<file path="src/hdl/mss_pkg.sv">
package mss_pkg;

    // fixed field widths
    localparam int DUTY_W     = 9;
    localparam int DVAL_W     = 10;
    localparam int NOW_W      = 32;
    localparam int CFG_W      = 24;
    localparam int ACT_W      = 2;
    localparam int PHASE_W    = 2;
    localparam int CFG_IDX_W  = 2;
    localparam int IN_DATA_W  = 48;
    localparam int OUT_DATA_W = 16;

    localparam int TIME_BITS_DEF = 24;

    // compare value that means the motor is stopped
    localparam logic [DUTY_W-1:0] STOP_DUTY = 9'd500;

    typedef enum logic [ACT_W-1:0] {
        ACT_TICK  = 2'd0,
        ACT_START = 2'd1,
        ACT_STOP  = 2'd2,
        ACT_DUTY  = 2'd3
    } t_action;

    typedef enum logic [PHASE_W-1:0] {
        PH_IDLE = 2'd0,
        PH_WAIT = 2'd1,
        PH_RUN  = 2'd2,
        PH_STOP = 2'd3
    } t_phase;

    typedef enum logic [CFG_IDX_W-1:0] {
        CFG_WAIT   = 2'd0,
        CFG_RUN    = 2'd1,
        CFG_RAMP   = 2'd2,
        CFG_TARGET = 2'd3
    } t_cfg_idx;

    typedef struct packed {
        logic load;
        logic div_start;
        logic commit;
    } t_cmd;

    typedef struct packed {
        logic need_div;
        logic div_done;
    } t_sts;

endpackage

</file>
<file path="src/hdl/mss_div.sv">
module mss_div #(
    parameter int TIME_BITS = mss_pkg::TIME_BITS_DEF
) (
    input  logic                                  i_clk,
    input  logic                                  i_rst_n,
    input  logic                                  i_start,
    input  logic [mss_pkg::DUTY_W+TIME_BITS-1:0]  i_dividend,
    input  logic [TIME_BITS-1:0]                  i_divisor,
    output logic                                  o_done,
    output logic [mss_pkg::DUTY_W-1:0]            o_quot
);

    localparam int QW    = mss_pkg::DUTY_W;
    localparam int DIV_W = QW + TIME_BITS;
    localparam int CNT_W = $clog2(QW);

    logic                 r_busy;
    logic                 r_done;
    logic [CNT_W-1:0]     r_cnt;
    logic [TIME_BITS-1:0] r_rem;
    logic [TIME_BITS-1:0] r_dvs;
    logic [QW-1:0]        r_quot;

    logic [TIME_BITS:0]   trial;
    logic [TIME_BITS:0]   diff;
    logic                 ge;
    logic [TIME_BITS-1:0] n_rem;

    // quotient is known to fit in QW bits, so the upper dividend part starts below the divisor
    always_comb begin
        trial = {r_rem, r_quot[QW-1]};
        ge    = trial >= {1'b0, r_dvs};
        diff  = trial - {1'b0, r_dvs};
        n_rem = ge ? diff[TIME_BITS-1:0] : trial[TIME_BITS-1:0];
    end

    always_ff @(posedge i_clk) begin
        if (!i_rst_n) begin
            r_busy <= 1'b0;
            r_done <= 1'b0;
            r_cnt  <= '0;
        end else if (i_start) begin
            r_busy <= 1'b1;
            r_done <= 1'b0;
            r_cnt  <= '0;
        end else if (r_busy) begin
            r_cnt <= r_cnt + CNT_W'(1);
            if (r_cnt == CNT_W'(QW - 1)) begin
                r_busy <= 1'b0;
                r_done <= 1'b1;
            end
        end else begin
            r_done <= 1'b0;
        end
    end

    always_ff @(posedge i_clk) begin
        if (i_start) begin
            r_rem  <= i_dividend[DIV_W-1:QW];
            r_quot <= i_dividend[QW-1:0];
            r_dvs  <= i_divisor;
        end else if (r_busy) begin
            r_rem  <= n_rem;
            r_quot <= {r_quot[QW-2:0], ge};
        end
    end

    assign o_done = r_done;
    assign o_quot = r_quot;

endmodule

</file>
<file path="src/hdl/mss_dp.sv">
module mss_dp #(
    parameter int TIME_BITS = mss_pkg::TIME_BITS_DEF
) (
    input  logic                              i_clk,
    input  logic                              i_rst_n,
    input  logic                              i_cfg_we,
    input  logic [mss_pkg::CFG_IDX_W-1:0]     i_cfg_index,
    input  logic [mss_pkg::CFG_W-1:0]         i_cfg_data,
    input  logic [mss_pkg::ACT_W-1:0]         i_action,
    input  logic [mss_pkg::NOW_W-1:0]         i_now_ms,
    input  logic [mss_pkg::DVAL_W-1:0]        i_duty_value,
    input  mss_pkg::t_cmd                     i_cmd,
    output mss_pkg::t_sts                     o_sts,
    output logic [mss_pkg::OUT_DATA_W-1:0]    o_result
);

    localparam int DW    = mss_pkg::DUTY_W;
    localparam int TW    = mss_pkg::NOW_W;
    localparam int DIV_W = DW + TIME_BITS;

    // configuration registers
    logic [mss_pkg::CFG_W-1:0] r_cfg_wait;
    logic [mss_pkg::CFG_W-1:0] r_cfg_run;
    logic [mss_pkg::CFG_W-1:0] r_cfg_ramp;
    logic [DW-1:0]             r_cfg_target;

    // item being worked on
    mss_pkg::t_action          r_action;
    logic [TW-1:0]             r_now;
    logic [TW-1:0]             r_elapsed;
    logic [mss_pkg::DVAL_W-1:0] r_dval;

    // sequencer state
    mss_pkg::t_phase           r_phase;
    logic [TW-1:0]             r_pst;
    logic [DW-1:0]             r_duty;
    logic                      r_ramp_on;
    logic                      r_start_pend;
    logic                      r_work;
    logic [TIME_BITS-1:0]      r_snap_wait;
    logic [TIME_BITS-1:0]      r_snap_run;
    logic [TIME_BITS-1:0]      r_snap_ramp;
    logic [DW-1:0]             r_snap_target;
    logic [mss_pkg::OUT_DATA_W-1:0] r_result;

    mss_pkg::t_phase           n_phase;
    logic [TW-1:0]             n_pst;
    logic [DW-1:0]             n_duty;
    logic                      n_ramp_on;
    logic                      n_start_pend;
    logic                      n_work;
    logic [TIME_BITS-1:0]      n_snap_wait;
    logic [TIME_BITS-1:0]      n_snap_run;
    logic [TIME_BITS-1:0]      n_snap_ramp;
    logic [DW-1:0]             n_snap_target;
    logic                      n_written;
    logic                      n_finished;
    logic                      n_rejected;

    logic [DW-1:0]             target_clamp;
    logic [DW-1:0]             span;
    logic                      ramp_end;
    logic                      ramp_end0;
    logic                      need_div;
    logic [DIV_W-1:0]          dividend;
    logic                      div_done;
    logic [DW-1:0]             quot;
    logic [TW-1:0]             cfg_wait_x;
    logic [TW-1:0]             cfg_run_x;
    logic [TW-1:0]             cfg_ramp_x;

    mss_div #(
        .TIME_BITS (TIME_BITS)
    ) u_div (
        .i_clk      (i_clk),
        .i_rst_n    (i_rst_n),
        .i_start    (i_cmd.div_start),
        .i_dividend (dividend),
        .i_divisor  (r_snap_ramp),
        .o_done     (div_done),
        .o_quot     (quot)
    );

    always_ff @(posedge i_clk) begin
        if (!i_rst_n) begin
            r_cfg_wait   <= '0;
            r_cfg_run    <= '0;
            r_cfg_ramp   <= '0;
            r_cfg_target <= mss_pkg::STOP_DUTY;
        end else if (i_cfg_we) begin
            unique case (mss_pkg::t_cfg_idx'(i_cfg_index))
                mss_pkg::CFG_WAIT:   r_cfg_wait   <= i_cfg_data;
                mss_pkg::CFG_RUN:    r_cfg_run    <= i_cfg_data;
                mss_pkg::CFG_RAMP:   r_cfg_ramp   <= i_cfg_data;
                mss_pkg::CFG_TARGET: r_cfg_target <= i_cfg_data[DW-1:0];
            endcase
        end
    end

    // elapsed time is taken against the phase start as the item comes in
    always_ff @(posedge i_clk) begin
        if (i_cmd.load) begin
            r_action  <= mss_pkg::t_action'(i_action);
            r_now     <= i_now_ms;
            r_dval    <= i_duty_value;
            r_elapsed <= i_now_ms - r_pst;
        end
    end

    always_comb begin
        target_clamp = (r_snap_target > mss_pkg::STOP_DUTY) ? mss_pkg::STOP_DUTY
                                                            : r_snap_target;
        span      = mss_pkg::STOP_DUTY - r_snap_target;
        ramp_end0 = (r_snap_ramp == '0) || (r_snap_target >= mss_pkg::STOP_DUTY);
        ramp_end  = ramp_end0 || (r_elapsed >= TW'(r_snap_ramp));
        need_div  = (r_action == mss_pkg::ACT_TICK) && (r_phase == mss_pkg::PH_RUN)
                    && r_ramp_on && !ramp_end;
        // elapsed is below the ramp length here, so its low bits carry it all
        dividend  = DIV_W'(span) * DIV_W'(r_elapsed[TIME_BITS-1:0]);
        cfg_wait_x = TW'(r_cfg_wait);
        cfg_run_x  = TW'(r_cfg_run);
        cfg_ramp_x = TW'(r_cfg_ramp);
    end

    always_comb begin
        n_phase       = r_phase;
        n_pst         = r_pst;
        n_duty        = r_duty;
        n_ramp_on     = r_ramp_on;
        n_start_pend  = r_start_pend;
        n_work        = r_work;
        n_snap_wait   = r_snap_wait;
        n_snap_run    = r_snap_run;
        n_snap_ramp   = r_snap_ramp;
        n_snap_target = r_snap_target;
        n_written     = 1'b0;
        n_finished    = 1'b0;
        n_rejected    = 1'b0;

        unique case (r_action)
            mss_pkg::ACT_START: begin
                n_start_pend = 1'b1;
            end
            mss_pkg::ACT_STOP: begin
                if (n_duty != mss_pkg::STOP_DUTY) begin
                    n_duty    = mss_pkg::STOP_DUTY;
                    n_written = 1'b1;
                end
                n_ramp_on    = 1'b0;
                n_work       = 1'b0;
                n_start_pend = 1'b0;
                n_phase      = mss_pkg::PH_IDLE;
            end
            mss_pkg::ACT_DUTY: begin
                if (r_dval > mss_pkg::DVAL_W'(mss_pkg::STOP_DUTY)) begin
                    n_rejected = 1'b1;
                end else if (n_duty != r_dval[DW-1:0]) begin
                    n_duty    = r_dval[DW-1:0];
                    n_written = 1'b1;
                end
            end
            mss_pkg::ACT_TICK: begin
                unique case (r_phase)
                    mss_pkg::PH_IDLE: begin
                        if (r_start_pend) begin
                            n_start_pend  = 1'b0;
                            n_snap_wait   = cfg_wait_x[TIME_BITS-1:0];
                            n_snap_run    = cfg_run_x[TIME_BITS-1:0];
                            n_snap_ramp   = cfg_ramp_x[TIME_BITS-1:0];
                            n_snap_target = r_cfg_target;
                            n_pst         = r_now;
                            n_phase       = mss_pkg::PH_WAIT;
                        end
                    end
                    mss_pkg::PH_WAIT: begin
                        if (r_elapsed >= TW'(r_snap_wait)) begin
                            if (n_duty != mss_pkg::STOP_DUTY) begin
                                n_duty    = mss_pkg::STOP_DUTY;
                                n_written = 1'b1;
                            end
                            // first ramp point sits at zero elapsed time
                            if (ramp_end0) begin
                                if (n_duty != target_clamp) begin
                                    n_duty    = target_clamp;
                                    n_written = 1'b1;
                                end
                                n_ramp_on = 1'b0;
                            end else begin
                                n_ramp_on = 1'b1;
                            end
                            n_work  = 1'b1;
                            n_pst   = r_now;
                            n_phase = mss_pkg::PH_RUN;
                        end
                    end
                    mss_pkg::PH_RUN: begin
                        if (r_ramp_on) begin
                            if (ramp_end) begin
                                if (n_duty != target_clamp) begin
                                    n_duty    = target_clamp;
                                    n_written = 1'b1;
                                end
                                n_ramp_on = 1'b0;
                            end else if (n_duty != (mss_pkg::STOP_DUTY - quot)) begin
                                n_duty    = mss_pkg::STOP_DUTY - quot;
                                n_written = 1'b1;
                            end
                        end
                        if (r_elapsed >= TW'(r_snap_run)) begin
                            n_phase = mss_pkg::PH_STOP;
                        end
                    end
                    mss_pkg::PH_STOP: begin
                        if (n_duty != mss_pkg::STOP_DUTY) begin
                            n_duty    = mss_pkg::STOP_DUTY;
                            n_written = 1'b1;
                        end
                        n_ramp_on    = 1'b0;
                        n_work       = 1'b0;
                        n_start_pend = 1'b0;
                        n_phase      = mss_pkg::PH_IDLE;
                        n_finished   = 1'b1;
                    end
                endcase
            end
        endcase
    end

    always_ff @(posedge i_clk) begin
        if (!i_rst_n) begin
            r_phase       <= mss_pkg::PH_IDLE;
            r_pst         <= '0;
            r_duty        <= mss_pkg::STOP_DUTY;
            r_ramp_on     <= 1'b0;
            r_start_pend  <= 1'b0;
            r_work        <= 1'b0;
            r_snap_wait   <= '0;
            r_snap_run    <= '0;
            r_snap_ramp   <= '0;
            r_snap_target <= mss_pkg::STOP_DUTY;
        end else if (i_cmd.commit) begin
            r_phase       <= n_phase;
            r_pst         <= n_pst;
            r_duty        <= n_duty;
            r_ramp_on     <= n_ramp_on;
            r_start_pend  <= n_start_pend;
            r_work        <= n_work;
            r_snap_wait   <= n_snap_wait;
            r_snap_run    <= n_snap_run;
            r_snap_ramp   <= n_snap_ramp;
            r_snap_target <= n_snap_target;
        end
    end

    // result word, lowest bits first: duty, written, running, phase, finished, status
    always_ff @(posedge i_clk) begin
        if (i_cmd.commit) begin
            r_result <= {1'b0, n_rejected, n_finished, n_phase, n_work, n_written, n_duty};
        end
    end

    assign o_sts.need_div = need_div;
    assign o_sts.div_done = div_done;
    assign o_result       = r_result;

endmodule

</file>
<file path="src/hdl/mss_ctrl.sv">
module mss_ctrl (
    input  logic          i_clk,
    input  logic          i_rst_n,
    input  logic          i_in_valid,
    input  logic          i_out_ready,
    input  mss_pkg::t_sts i_sts,
    output logic          o_in_ready,
    output logic          o_out_valid,
    output mss_pkg::t_cmd o_cmd
);

    typedef enum logic [1:0] {
        ST_READY,
        ST_EVAL,
        ST_DIV,
        ST_OUT
    } t_state;

    t_state r_state;
    logic   r_in_ready;
    logic   r_out_valid;

    always_ff @(posedge i_clk) begin
        if (!i_rst_n) begin
            r_state     <= ST_READY;
            r_in_ready  <= 1'b1;
            r_out_valid <= 1'b0;
        end else begin
            unique case (r_state)
                ST_READY: begin
                    if (i_in_valid) begin
                        r_state    <= ST_EVAL;
                        r_in_ready <= 1'b0;
                    end
                end
                ST_EVAL: begin
                    if (i_sts.need_div) begin
                        r_state <= ST_DIV;
                    end else begin
                        r_state     <= ST_OUT;
                        r_out_valid <= 1'b1;
                    end
                end
                ST_DIV: begin
                    if (i_sts.div_done) begin
                        r_state     <= ST_OUT;
                        r_out_valid <= 1'b1;
                    end
                end
                ST_OUT: begin
                    if (i_out_ready) begin
                        r_state     <= ST_READY;
                        r_out_valid <= 1'b0;
                        r_in_ready  <= 1'b1;
                    end
                end
            endcase
        end
    end

    always_comb begin
        o_cmd.load      = (r_state == ST_READY) && i_in_valid;
        o_cmd.div_start = (r_state == ST_EVAL) && i_sts.need_div;
        o_cmd.commit    = ((r_state == ST_EVAL) && !i_sts.need_div)
                          || ((r_state == ST_DIV) && i_sts.div_done);
    end

    assign o_in_ready  = r_in_ready;
    assign o_out_valid = r_out_valid;

endmodule

</file>
<file path="src/hdl/motor_soft_start_sequencer.sv">
// channel   dir  handshake                        payload
// s_axis    in   s_axis_tvalid / s_axis_tready    tdata: now_ms, duty_value; tuser: action
// m_axis    out  m_axis_tvalid / m_axis_tready    tdata: duty_cmp .. status
// cfg       in   i_cfg_valid / o_cfg_ready        i_cfg_index, i_cfg_data
//
// one item at a time: the result is registered after the item is evaluated, and after the divider
// when a ramp point is computed (one quotient bit per cycle of the restoring divider, 9 bits)
// the next item can be taken in the cycle after the result transfer
// synchronous active-low reset; stop duty applied, phase idle
// a stalled result holds its data and keeps s_axis_tready low
module motor_soft_start_sequencer #(
    parameter int TIME_BITS = mss_pkg::TIME_BITS_DEF
) (
    input  logic                              i_clk,
    input  logic                              i_rst_n,
    input  logic                              s_axis_tvalid,
    output logic                              s_axis_tready,
    // [31:0] now_ms, [41:32] duty_value, [47:42] zero
    input  logic [mss_pkg::IN_DATA_W-1:0]     s_axis_tdata,
    // [1:0] action
    input  logic [mss_pkg::ACT_W-1:0]         s_axis_tuser,
    output logic                              m_axis_tvalid,
    input  logic                              m_axis_tready,
    // [8:0] duty_cmp, [9] duty_written, [10] running, [12:11] phase,
    // [13] cycle_finished, [14] status, [15] zero
    output logic [mss_pkg::OUT_DATA_W-1:0]    m_axis_tdata,
    input  logic                              i_cfg_valid,
    output logic                              o_cfg_ready,
    input  logic [mss_pkg::CFG_IDX_W-1:0]     i_cfg_index,
    input  logic [mss_pkg::CFG_W-1:0]         i_cfg_data
);

    mss_pkg::t_cmd cmd;
    mss_pkg::t_sts sts;

    assign o_cfg_ready = 1'b1;

    mss_ctrl u_ctrl (
        .i_clk       (i_clk),
        .i_rst_n     (i_rst_n),
        .i_in_valid  (s_axis_tvalid),
        .i_out_ready (m_axis_tready),
        .i_sts       (sts),
        .o_in_ready  (s_axis_tready),
        .o_out_valid (m_axis_tvalid),
        .o_cmd       (cmd)
    );

    mss_dp #(
        .TIME_BITS (TIME_BITS)
    ) u_dp (
        .i_clk        (i_clk),
        .i_rst_n      (i_rst_n),
        .i_cfg_we     (i_cfg_valid),
        .i_cfg_index  (i_cfg_index),
        .i_cfg_data   (i_cfg_data),
        .i_action     (s_axis_tuser),
        .i_now_ms     (s_axis_tdata[mss_pkg::NOW_W-1:0]),
        .i_duty_value (s_axis_tdata[mss_pkg::NOW_W+mss_pkg::DVAL_W-1:mss_pkg::NOW_W]),
        .i_cmd        (cmd),
        .o_sts        (sts),
        .o_result     (m_axis_tdata)
    );

endmodule

</file>
<file path="config.mk">
export PLATFORM = sky130hd
export DESIGN_NAME = motor_soft_start_sequencer
export DESIGN_NICKNAME = d
export VERILOG_FILES = /design/src/hdl/mss_pkg.sv /design/src/hdl/mss_div.sv /design/src/hdl/mss_dp.sv /design/src/hdl/mss_ctrl.sv /design/src/hdl/motor_soft_start_sequencer.sv
export SDC_FILE = /design/constraint.sdc
export NUM_CORES = 1
export LEC_CHECK = 0
export ABC_AREA = 0
export BUFFER_PORTS_ARGS = -buffer_cell sky130_fd_sc_hd__buf_2
export CORE_MARGIN = 8
export CORE_UTILIZATION = 23
export DETAILED_ROUTE_END_ITERATION = 6
export PLACE_DENSITY_LB_ADDON = 0.05
export SLEW_MARGIN = 20
export SYNTH_ARGS = -nofsm -noshare
export SYNTH_HDL_FRONTEND = slang
export SYNTH_SLANG_ARGS = --single-unit
</file>
<file path="constraint.sdc">
create_clock -name i_clk -period 5.9 [get_ports i_clk]
set_input_delay 0.885 -clock i_clk [delete_from_list [all_inputs] [get_ports i_clk]]
set_output_delay 0.885 -clock i_clk [all_outputs]
set_load 0.02 [all_outputs]
</file>
==> results.py <==
metrics = {
    "pwr": {
        "intPower_mw": 5.42,
        "swShare_pct": 33.4,
        "p_leak_nw": 13.2,
        "ir_worst_vdd_uv": 214,
        "p_per_area_mw_per_mm2": 249,
        "combPwrFrac_pct": 25.0,
        "pwr-share-seq_pct": 38.0,
        "power.switching_mw": 2.72,
        "pwr-share-clk_pct": 37.0,
    },
    "critical_path": {
        "cp.required_ps": 6250,
        "critical_path_class": "reg2reg",
        "arrival_ps": 6250,
        "worst_path_largest_cell_delay_ps": 530,
        "critPathMaxFanout": 8,
        "startpoint": "u_dp.r_snap_target[1]",
        "reg2reg_from": "u_dp.r_snap_target[1]",
        "cpMostUsedCell": "fa_1",
        "critical_path_buf_inv_count": 7,
        "end_kind": "flop",
        "cp_slowest_cell": "fa_1",
        "cpLargestDelayFamily": "adder cells",
        "start_kind": "flop",
    },
    "routing": {
        "drc_errors": 0,
        "drt_iter0_drc": 1049,
        "wirelength_um": 93400,
        "antenna_left": 0,
        "drtPass1Iterations": 5,
        "wl_per_cell_um": 19.6,
        "viasPerCell": 4.50,
        "route.vias.total": 21429,
    },
    "grt": {
        "antenna_found_initial": 6,
        "grt_start_max_net_pins": 159,
        "grt.total_usage_pct": 14.5,
        "gr-total-overflow": 0,
        "grt_pass1_vias": 22771,
        "grt_pass1_wl_um": 142000,
    },
    "synthesis": {
        "yosys.area.top_type": "edfxtp_1",
        "ys.flop_type": "dfxtp_1",
        "avgSynthCellArea_um2": 8.88,
        "synth_fp_nets": 3417,
        "synth_edf_count": 148,
        "ys_seq_area_share_pct": 33.3,
        "yosysWarnings": 0,
        "synth.top_cell.area_share_pct": 16.8,
        "netlist_top_cells_area": "edfxtp_1 (17%), dfxtp_1 (16%), fa_1 (12%)",
        "syn_area_mm2": 0.0265,
        "ys_seq_elements": 366,
        "synth.distinct_cells": 75,
        "netlist_instances": 2981,
        "async_flop_share_pct": 0,
    },
    "placement": {
        "io_buffers": 91,
        "dp_hpwl_um": 69900,
        "place_worst_setup_slack_ps": -463,
        "place_congestion": 0.775,
    },
    "floorplanning": {
        "design.core.area_mm2": 0.114,
        "dieArea_mm2": 0.126,
        "die_w_um": 355,
        "fp.dieH_um": 355,
        "start_util_pct": 23.2,
        "pin_count": 100,
        "rows": 124,
    },
    "min_path": {
        "holdCritStartpoint": "s_axis_tdata[10]",
        "hold_class": "in2reg",
    },
    "clock_network": {
        "clk_latency_ps": 640,
        "clk_pin_slew_ps": 60,
        "cts.sinks": 366,
        "root_buffer": "clkbuf_16",
        "cts_tree": "yes",
        "htree_levels": 2,
        "cts_hold_buf": 0,
        "cts_buffers": 49,
        "max-clock-path-buffers": 3,
    },
    "job": {
        "maxCapViolCount": 0,
    },
    "status": {
        "violations": "setup timing",
        "status": "complete, but fails checks",
    },
    "cells_and_area": {
        "final_common_cell": "nand2_1",
        "nFillCells": 12138,
        "final_util_pct": 28.6,
        "syn2layout_area_growth_pct": 23.6,
        "final_cell_mix": "nand2_1 (518), inv_1 (342), dfxtp_1 (214)",
        "drive_gt1_share_pct": 16.7,
        "finalNetCount": 3646,
    },
    "sta": {
        "slew-limit-headroom_pct": 32.0,
        "slew_violations": 0,
        "period_minus_slack_ps": 5900,
        "fin_ws_ps": -2.79,
        "setup_viol": 1,
        "clock_skew_ps": 50.6,
        "max_freq_mhz": 169,
        "rsz0062_at_grt": "yes",
        "fin_crit_sh_pct": 100,
        "hold_violations": 0,
        "tightest_slew_ps": 1020,
        "setup_tns_ps": -2.79,
    },
}
-- timing repair --
action	4_1_cts	5_1_grt
gates cloned	2	1
buffers inserted	16	12
endpoints found under the setup margin	15	16
gates resized for setup	99	67
pin swaps	76	61
-- registers in the layout, summed over array words and instances (netlist names), 2 cells and up --
signal / count
u_dp.r_elapsed: 32
u_dp.r_now: 32
u_dp.r_pst: 32
u_dp.r_cfg_ramp: 24
u_dp.r_cfg_run: 24
u_dp.r_cfg_wait: 24
u_dp.r_snap_ramp: 24
u_dp.r_snap_run: 24
u_dp.r_snap_wait: 24
u_dp.u_div.r_dvs: 24
u_dp.u_div.r_rem: 24
u_dp.o_result: 15
u_dp.r_dval: 10
u_dp.r_cfg_target: 9
u_dp.r_duty: 9
u_dp.r_snap_target: 9
u_dp.u_div.o_quot: 9
u_dp.u_div.r_cnt: 4
u_ctrl.r_state: 2
u_dp.r_action: 2
u_dp.r_phase: 2
-- area by class of cell --
| cell class | count | area [um^2] | area share [%] |
|---|---|---|---|
| clock inverters | 21 | 221 | 0.676 |
| well taps | 1512 | 1890 | 5.78 |
| multi-input cells | 2117 | 16500 | 50.3 |
| clock buffers | 70 | 1410 | 4.32 |
| repair buffers | 308 | 2540 | 7.77 |
| inverters | 368 | 1380 | 4.22 |
| flip-flops and latches | 366 | 8810 | 26.9 |
| diodes | 2 | 5.00 | 0.0153 |
-- through the flow --
step,hold WS [ps],std cells,power (mW),cell area [um^2]
floorplan,440,2981,4.21,26500
CTS,385,4751,8.32,32400
global route,404,4763,8.62,32700
global placement,448,4642,5.16,30100
detailed placement,458,4642,5.18,30100
finish,449,4764,8.14,32700
-- cells in the mapped netlist (all sizes together) (14+ instances only) --
| cell type | n |
|---|---|
| clkbuf | 95 |
| dfxtp | 218 |
| mux2i | 17 |
| nand3 | 80 |
| nor2 | 82 |
| ha | 198 |
| a211oi | 16 |
| nand2 | 522 |
| o21bai | 14 |
| xnor2 | 62 |
| edfxtp | 148 |
| a21boi | 192 |
| nor4 | 23 |
| nor2b | 60 |
| and2 | 93 |
| a21o | 60 |
| nand2b | 25 |
| fa | 157 |
| xor2 | 45 |
| and3 | 20 |
| buf | 35 |
| a21oi | 97 |
| inv | 368 |
| a31oi | 33 |
| o21ai | 104 |
| nand4 | 21 |
| nor3 | 26 |
-- layer usage --
metal	up-vias	GRT usage (%)	part of all wire (%)
met1	10525	19.3	47
met2	323	24.8	48
li1	10489	-	-
met5	-	0	0
met3	92	2.14	3.3
met4	0	3.38	2.2
-- power groups by stage --
| stage | logic, mW | clock network, mW | registers [mW] |
|---|---|---|---|
| floorplan | 1.09 | 0 | 3.12 |
| global placement | 2.02 | 0 | 3.15 |
| detailed placement | 2.03 | 0 | 3.15 |
| CTS | 2.07 | 3.14 | 3.10 |
| global route | 2.26 | 3.24 | 3.12 |
| finish | 2.03 | 3.01 | 3.09 |
-- cell families (layout without fill, tap and decap cells) --
group                    Yosys count  after routing  share of synthesized area [%]
AND/OR/NAND/NOR                 1008           1008                           17.8
AO/OA/AOI/OAI                    628            628                           16.2
buffers and inverters            498            767                           7.28
flip-flops                       366            366                           33.3
adder cells (fa/ha/maj)          355            355                           21.2
XOR/XNOR                         107            107                           3.54
multiplexers                      17             17                          0.642
other                              2              4                         0.0284
-- path summary, 6_finish.rpt --
kind | endpoint | slack [ps] | cells after the start
setup / recovery | u_dp.u_div.r_rem[20] | -3 | 26
hold / removal | u_dp.r_now[10] | 450 | 1
setup reg to reg | u_dp.u_div.r_rem[20] | -3 | 26
hold reg to reg | u_dp.r_snap_ramp[7] | 460 | 2
(Power assumes the default switching activity.)
